**src/rtl/tnbc_pkg.sv**
```systemverilog
package tnbc_pkg;

  localparam int unsigned NBR_COUNT = 8;
  localparam int unsigned CODE_W    = 8;

  localparam logic [1:0] KIND_FULL     = 2'd0;
  localparam logic [1:0] KIND_STRAIGHT = 2'd1;
  localparam logic [1:0] KIND_CORNER   = 2'd2;
  localparam logic [1:0] KIND_BEND     = 2'd3;

  localparam logic [1:0] DIR_NORTH = 2'd0;
  localparam logic [1:0] DIR_EAST  = 2'd1;
  localparam logic [1:0] DIR_SOUTH = 2'd2;
  localparam logic [1:0] DIR_WEST  = 2'd3;

  localparam logic [1:0] ERR_OK        = 2'd0;
  localparam logic [1:0] ERR_AXIS_CNT  = 2'd1;
  localparam logic [1:0] ERR_DIAG_CNT  = 2'd2;
  localparam logic [1:0] ERR_NO_DIR    = 2'd3;

  localparam logic [4:0] UV_NORTH = 5'd24;
  localparam logic [4:0] UV_EAST  = 5'd20;
  localparam logic [4:0] UV_SOUTH = 5'd16;
  localparam logic [4:0] UV_WEST  = 5'd28;

  typedef struct packed {
    logic [7:0]  center_terrain;
    logic [63:0] neighbour_terrains;
    logic [7:0]  neighbour_on_map;
    logic [1:0]  random_direction;
  } in_item_t;

  typedef struct packed {
    logic       orphan;
    logic [1:0] blend_kind;
    logic [1:0] direction;
    logic [4:0] uv_rotation;
    logic [1:0] error_code;
  } out_item_t;

  // table lookup result: valid flag plus direction
  typedef struct packed {
    logic       hit;
    logic [1:0] dir;
  } dir_lkp_t;

  function automatic logic [4:0] uv_of_dir(input logic [1:0] dir);
    logic [4:0] uv;
    unique case (dir)
      DIR_NORTH: uv = UV_NORTH;
      DIR_EAST:  uv = UV_EAST;
      DIR_SOUTH: uv = UV_SOUTH;
      DIR_WEST:  uv = UV_WEST;
      default:   uv = UV_NORTH;
    endcase
    return uv;
  endfunction

  function automatic dir_lkp_t straight_dir(input logic [3:0] mask);
    dir_lkp_t r;
    r = '{hit: 1'b1, dir: DIR_NORTH};
    case (mask)
      4'd7:    r.dir = DIR_WEST;
      4'd11:   r.dir = DIR_NORTH;
      4'd13:   r.dir = DIR_EAST;
      4'd14:   r.dir = DIR_SOUTH;
      default: r.hit = 1'b0;
    endcase
    return r;
  endfunction

  function automatic dir_lkp_t corner_dir(input logic [3:0] mask);
    dir_lkp_t r;
    r = '{hit: 1'b1, dir: DIR_NORTH};
    case (mask)
      4'd3:    r.dir = DIR_WEST;
      4'd6:    r.dir = DIR_SOUTH;
      4'd9:    r.dir = DIR_NORTH;
      4'd12:   r.dir = DIR_EAST;
      default: r.hit = 1'b0;
    endcase
    return r;
  endfunction

  function automatic dir_lkp_t bend_dir(input logic [3:0] mask);
    dir_lkp_t r;
    r = '{hit: 1'b1, dir: DIR_NORTH};
    case (mask)
      4'd7:    r.dir = DIR_SOUTH;
      4'd11:   r.dir = DIR_WEST;
      4'd13:   r.dir = DIR_NORTH;
      4'd14:   r.dir = DIR_EAST;
      default: r.hit = 1'b0;
    endcase
    return r;
  endfunction

  function automatic logic [2:0] popcnt4(input logic [3:0] v);
    return 3'(v[0]) + 3'(v[1]) + 3'(v[2]) + 3'(v[3]);
  endfunction

endpackage

```
**src/rtl/tnbc_classify.sv**
```systemverilog
module tnbc_classify (
  input  tnbc_pkg::in_item_t  item,
  output tnbc_pkg::out_item_t result
);

  logic [7:0]  match;
  logic [3:0]  seg;
  logic [7:0]  run_hit;
  logic [3:0]  axis;
  logic [3:0]  diag;
  logic [2:0]  na;
  logic [2:0]  nd;
  logic        orphan;
  logic [1:0]  kind;
  logic [1:0]  dir;
  logic [1:0]  err;
  tnbc_pkg::dir_lkp_t lkp_s;
  tnbc_pkg::dir_lkp_t lkp_c;
  tnbc_pkg::dir_lkp_t lkp_b;

  // off-map or same terrain counts as a match
  always_comb begin
    for (int i = 0; i < 8; i++) begin
      match[i] = !item.neighbour_on_map[i] ||
                 (item.neighbour_terrains[8*i +: 8] == item.center_terrain);
    end
  end

  always_comb begin
    for (int s = 0; s < 4; s++) begin
      seg[s]  = match[2*s] & match[2*s+1] & match[(2*s+2) % 8];
      axis[s] = match[2*s];
      diag[s] = match[2*s+1];
    end
    // differ, match, match, differ at any rotation of the ring
    for (int i = 0; i < 8; i++) begin
      run_hit[i] = !match[i] & match[(i+7) % 8] & match[(i+6) % 8] & !match[(i+5) % 8];
    end
  end

  assign na    = tnbc_pkg::popcnt4(axis);
  assign nd    = tnbc_pkg::popcnt4(diag);
  assign lkp_s = tnbc_pkg::straight_dir(axis);
  assign lkp_c = tnbc_pkg::corner_dir(axis);
  assign lkp_b = tnbc_pkg::bend_dir(diag);

  always_comb begin
    orphan = 1'b0;
    kind   = tnbc_pkg::KIND_FULL;
    dir    = item.random_direction;
    err    = tnbc_pkg::ERR_OK;
    if (item.center_terrain != '0) begin
      orphan = (seg == 4'd0) || (seg == 4'd5) || (seg == 4'd10) || (|run_hit);
      if (na == 3'd2) begin
        kind = tnbc_pkg::KIND_CORNER;
        dir  = lkp_c.dir;
        if (!lkp_c.hit) err = tnbc_pkg::ERR_NO_DIR;
      end else if (na == 3'd3) begin
        kind = tnbc_pkg::KIND_STRAIGHT;
        dir  = lkp_s.dir;
        if (!lkp_s.hit) err = tnbc_pkg::ERR_NO_DIR;
      end else if (na == 3'd4) begin
        if (nd == 3'd4) begin
          kind = tnbc_pkg::KIND_FULL;
        end else if (nd == 3'd3) begin
          kind = tnbc_pkg::KIND_BEND;
          dir  = lkp_b.dir;
          if (!lkp_b.hit) err = tnbc_pkg::ERR_NO_DIR;
        end else begin
          err = tnbc_pkg::ERR_DIAG_CNT;
        end
      end else begin
        err = tnbc_pkg::ERR_AXIS_CNT;
      end
    end
  end

  always_comb begin
    result.orphan     = orphan;
    result.error_code = err;
    if (err != tnbc_pkg::ERR_OK) begin
      result.blend_kind  = tnbc_pkg::KIND_FULL;
      result.direction   = tnbc_pkg::DIR_NORTH;
      result.uv_rotation = '0;
    end else begin
      result.blend_kind  = kind;
      result.direction   = dir;
      result.uv_rotation = tnbc_pkg::uv_of_dir(dir);
    end
  end

endmodule

```
**src/rtl/tile_neighbourhood_blend_classifier_unit.sv**
```systemverilog
// Tile neighbourhood blend classifier.
// Input channel in_valid/in_ready/in_data carries one cell per request:
// centre terrain, eight neighbour codes (N clockwise), on-map mask and a
// random direction. Output channel out_valid/out_ready/out_data returns the
// orphan flag, blend kind, direction, UV rotation code and error code.
// One result per request, in order.
// out_valid rises once a request has passed the input register, then the
// result register, with the classifier logic between them.
// Throughput: one request per cycle while out_ready is high, as each
// needs a single classifier pass; the registers form a two-entry pipeline.
// A stalled receiver holds the result register; the input register keeps
// accepting until it too is full, then in_ready drops. in_ready follows
// out_ready combinationally.
// Reset (rst_n low, synchronous) empties both stages; only the pipeline
// valid flags are reset, not the data registers.
module tile_neighbourhood_blend_classifier_unit (
  input  logic                clk,
  input  logic                rst_n,
  input  logic                in_valid,
  output logic                in_ready,
  input  tnbc_pkg::in_item_t  in_data,
  output logic                out_valid,
  input  logic                out_ready,
  output tnbc_pkg::out_item_t out_data
);

  logic                s1_valid_r;
  logic                s1_valid_nxt;
  tnbc_pkg::in_item_t  s1_data_r;
  logic                s2_valid_r;
  logic                s2_valid_nxt;
  tnbc_pkg::out_item_t s2_data_r;
  tnbc_pkg::out_item_t cls_res;
  logic                s2_adv;
  logic                s1_load;

  tnbc_classify u_classify (
    .item   (s1_data_r),
    .result (cls_res)
  );

  assign s2_adv   = !s2_valid_r || out_ready;
  assign in_ready = !s1_valid_r || s2_adv;
  assign s1_load  = in_valid && in_ready;

  assign s1_valid_nxt = s1_load ? 1'b1 : (s2_adv ? 1'b0 : s1_valid_r);
  assign s2_valid_nxt = s2_adv ? s1_valid_r : s2_valid_r;

  always_ff @(posedge clk) begin
    if (!rst_n) begin
      s1_valid_r <= 1'b0;
      s2_valid_r <= 1'b0;
    end else begin
      s1_valid_r <= s1_valid_nxt;
      s2_valid_r <= s2_valid_nxt;
    end
  end

  always_ff @(posedge clk) begin
    if (s1_load) begin
      s1_data_r <= in_data;
    end
    if (s2_adv && s1_valid_r) begin
      s2_data_r <= cls_res;
    end
  end

  assign out_valid = s2_valid_r;
  assign out_data  = s2_data_r;

  a_err_zeroes: assert property (@(posedge clk) disable iff (!rst_n)
    out_valid && (out_data.error_code != tnbc_pkg::ERR_OK) |->
      (out_data.blend_kind == tnbc_pkg::KIND_FULL) &&
      (out_data.direction == tnbc_pkg::DIR_NORTH) && (out_data.uv_rotation == '0))
    else $error("error result with non-zero blend fields");

  a_uv_match: assert property (@(posedge clk) disable iff (!rst_n)
    out_valid && (out_data.error_code == tnbc_pkg::ERR_OK) |->
      out_data.uv_rotation == tnbc_pkg::uv_of_dir(out_data.direction))
    else $error("uv rotation does not follow direction");

  a_s1_hold: assert property (@(posedge clk) disable iff (!rst_n)
    s1_valid_r && !s2_adv |=> s1_valid_r && $stable(s1_data_r))
    else $error("input stage lost a request while stalled");

  a_ready_empty: assert property (@(posedge clk) disable iff (!rst_n)
    !s1_valid_r |-> in_ready)
    else $error("empty input stage refused a request");

  a_base_not_orphan: assert property (@(posedge clk) disable iff (!rst_n)
    s1_valid_r && (s1_data_r.center_terrain == '0) |-> !cls_res.orphan)
    else $error("base terrain flagged as orphan");

endmodule

```
**config.mk**
```make
export PLATFORM = sky130hd
export DESIGN_NAME = tile_neighbourhood_blend_classifier_unit
export DESIGN_NICKNAME = d
export VERILOG_FILES = /design/src/rtl/tnbc_pkg.sv /design/src/rtl/tnbc_classify.sv /design/src/rtl/tile_neighbourhood_blend_classifier_unit.sv
export SDC_FILE = /design/constraint.sdc
export NUM_CORES = 1
export LEC_CHECK = 0
export ABC_AREA = 1
export BUFFER_PORTS_ARGS = -buffer_cell sky130_fd_sc_hd__buf_2
export CELL_PAD_IN_SITES_DETAIL_PLACEMENT = 0
export CELL_PAD_IN_SITES_GLOBAL_PLACEMENT = 2
export CORE_MARGIN = 1.5
export CORE_UTILIZATION = 30
export CTS_CLUSTER_DIAMETER = 60
export DETAILED_ROUTE_END_ITERATION = 8
export PLACE_DENSITY = 0.82
export SLEW_MARGIN = 20
export SYNTH_ARGS = -nofsm -noshare
export SYNTH_HDL_FRONTEND = slang
export SYNTH_HIERARCHICAL = 1
export SYNTH_SLANG_ARGS = --single-unit
```
**constraint.sdc**
```tcl
create_clock -name clk -period 9.5 [get_ports clk]
set_clock_uncertainty 0.15 [all_clocks]
set_input_delay 0.475 -clock clk [delete_from_list [all_inputs] [get_ports clk]]
set_output_delay 0.475 -clock clk [all_outputs]
set_load 0.02 [all_outputs]
```
==> metrics.md <==
| Metric | Value |
|---|---|
| Status | `complete, no violations` |
| RSZ-0062 raised after global routing | `no` |
| CTS tree | `built` |
| Vias per inst | `4.206` |
| Clock tree buffer depth | `2` |
| Syn avg cell area | `9.922 µm²` |
| Nets | `717` |
| Req. time, crit path | `9.46 ns` |
| Detailed-route via count | `3,533` |
| Number of global-route vias before repair | `3,491` |
| Synth Area in Simple Gates | `23.87%` |
| CTS clk-pin slew, worst paths | `0.07 ns` |
| Pwr Total | `1.034 mW` |
| Placed wire-length estimate | `8.066 mm` |
| R2r setup slk | `4.78 ns` |
| Share of cells above drive strength 1 | `28.71%` |
| Routing usage on met1 | `14.49%` |
| Post-synth cell types | `32` |
| DP Cell Count | `824` |
| Largest family of logic cells by synthesized area | `simple AND/OR/NAND/NOR gates` |
| Util after Layout | `36.74%` |
| Final setup TNS | `0 ns` |
| Gr busiest metal | `met2` |
| Reg area | `0.002863 mm²` |
| Worst-margin pin slew | `1.080 ns` |
| Setup ws final | `4.783 ns` |
| Adder-cell share of the synthesized area | `4.220%` |
| Sequential area share after synthesis | `56.13%` |
| Largest net degree at the start of global routing | `83` |
| Post-synthesis compound-gate area fraction | `1.668%` |
| Deepest level of the CTS H-tree | `3` |
| Starting density of the core | `30.75%` |
| WP data arrival | `4.68 ns` |
| Top cell type's share of synthesized area | `55.35%` |
| Area after DPL | `0.005778 mm²` |
| Mapped Cells | `514` |
| Skew-Pair Late Insertion Delay | `0.35 ns` |
| Routed WL | `10.62 mm` |
| Synth warn | `6` |
| Setup Viol. Count Final | `0` |
| Global routing usage on met2 | `22.14%` |
| Met3 Track Usage GR | `3.044%` |
| DIE HEIGHT | `133.4 µm` |
| Worst setup EP type | `flop` |
| Number of port buffers | `99` |
| Fin crit period | `4.717 ns` |
| Root buf cell | `clkbuf_16` |
| FF+latch count, synth | `96` |
| TritonCTS sink count | `96` |
| Multi-input logic area | `0.001809 mm²` |
| I/O pins | `100` |
| Fill count | `1,699` |
| Total track usage | `12.50%` |
| Worst vdd ir | `0.1159 mV` |
| Area Overhead vs Synth | `19.48%` |
| Site Rows | `47` |
| Lkg Pwr | `2.753 nW` |
| Pins over their slew limit | `0` |
| Crit Path Max Fanout | `11` |
| Synth area leader | `edfxtp_1` |
| Setup bufs post-CTS | `0` |
| Main area contributors after synthesis | `edfxtp_1, nand2_1, inv_1, xnor2_1, ha_1` |
| Post-Place Setup Slack | `4.754 ns` |
| Worst slew margin | `27.98%` |
| N_diodes | `0` |
| Final Non-Filler Cells | `840` |
| # hold bufs at CTS | `0` |
| Gr ovfl total | `0` |
| Cell area power density | `169.6 mW/mm²` |
| WL/cell | `12.64 µm` |
| Resized cells post-CTS | `0` |
| Final period util | `49.66%` |
| Synth Area in XOR/XNOR | `5.496%` |
| Mux cell area share after synthesis | `0%` |
| First-pass GRT wire length | `16.92 mm` |
| ANT nets after route | `0` |
| Core Area | `0.01658 mm²` |
| Die Width | `133.4 µm` |
| Fmax | `212.0 MHz` |
| Initial DRT Pass Iterations | `5` |
| Post-Syn Area | `0.005100 mm²` |
| Final hold vios | `0` |
| Final Cell Area | `0.006093 mm²` |
| DRC violations left | `0` |
| GPL Wtd Cong | `0.7819` |
| Antenna violations before repair | `0` |
| Hold WC Path Type | `in -> reg` |
| Die area | `0.01779 mm²` |
| Inserted Clock Buffers | `9` |
| Startpoint class of the critical path | `flop` |
| Max-cap violations | `0` |
| DRT iter0 DRCs | `156` |
| Hold slack | `0.1387 ns` |
| Crit Path Category | `reg -> reg` |
-- synth_stat cells --
cell type,count
nand4_1,5
buf_6,6
inv_4,6
nor2_2,13
xor2_1,9
edfxtp_1,94
ha_1,14
nand3b_1,3
nand3_2,9
nand2_1,135
o21bai_1,1
o21ai_1,1
nor4_1,1
fa_1,2
a31oi_1,1
inv_1,69
nand3_1,31
dfxtp_1,2
or2_2,5
nor3_1,5
conb_1,1
nand2_2,11
nand2_4,4
o21ai_0,5
inv_2,9
buf_4,5
a21oi_1,5
nor2_1,35
a21oi_2,1
o211ai_1,1
nor2_4,2
xnor2_1,23
-- worst paths after layout --
| kind | from | endpoint | cells after the start |
|---|---|---|---|
| setup / recovery | s1_data_r[74]$_DFFE_PP_ | out_data[4]$_DFFE_PP_ | 23 |
| hold / removal | in_data[37] | s1_data_r[37]$_DFFE_PP_ | 1 |
| setup reg to reg | s1_data_r[74]$_DFFE_PP_ | out_data[4]$_DFFE_PP_ | 23 |
| hold reg to reg | s1_valid_r$_SDFFE_PN0P_ | s1_valid_r$_SDFFE_PN0P_ | 2 |
-- area by class of cell --
class / instances / area share [%]
repair buffers: 100 / 8.255
multi-input cells: 324 / 29.69
clock buffers: 9 / 3.696
inverters: 84 / 5.441
well taps: 220 / 4.517
clock inverters: 7 / 1.417
flip-flops and latches: 96 / 46.98
-- worst max-delay path, cell delays in order, from the launching register on --
cell and delay, ns:
edfxtp_1 0.68, inv_1 0.26, nand2_1 0.11, nand4_1 0.12, nor2_1 0.13, nand3_1 0.07
nand2_1 0.24, inv_1 0.13, fa_1 0.54, inv_1 0.04, ha_1 0.18, ha_1 0.27
inv_1 0.05, nor3_1 0.31, nand2_1 0.09, inv_1 0.11, nand3_1 0.08, nand3_1 0.08
nand2_1 0.05, a21oi_1 0.26, inv_1 0.10, ha_1 0.19, o21bai_1 0.16, nor2_2 0.05
-- sequential cells by signal, summed over array words and instances, names as in the netlist --
name,flops
out_data,12
out_valid,1
s1_data_r,82
s1_valid_r,1
-- cells in the final DEF, fill, tap and decap left out, types with 11 or more instances in the layout --
cell type	n
inv_1	68
nand2_1	135
xnor2_1	23
nand2_2	11
edfxtp_1	94
nand3_1	31
nor2_1	35
nor2_2	13
ha_1	14
buf_2	99
-- cell families (layout without fill, tap and decap cells) --
kind of cell / count (synthesis) / count (layout)
AO/OA/AOI/OAI: 15 / 15
XOR/XNOR: 32 / 32
adder cells (fa/ha/maj): 16 / 16
buffers and inverters: 95 / 200
flip-flops: 96 / 96
other: 1 / 2
AND/OR/NAND/NOR: 259 / 259
-- power breakdown --
part           switching, mW  total, mW  internal, mW
combinational         0.0870      0.145        0.0580
clock                  0.167      0.376         0.209
sequential            0.0178      0.512         0.495
total                  0.271       1.03         0.762
-- routing by layer --
| metal | vias to the layer above | routed length [µm] | part of all wire, % |
|---|---|---|---|
| li1 | 1839 | - | - |
| met1 | 1609 | 4668 | 44 |
| met2 | 72 | 5317 | 50 |
| met3 | 13 | 454 | 4.3 |
| met4 | 0 | 175 | 1.6 |
| met5 | - | 0 | 0 |
No activity file was read; power rests on OpenSTA's default activity.
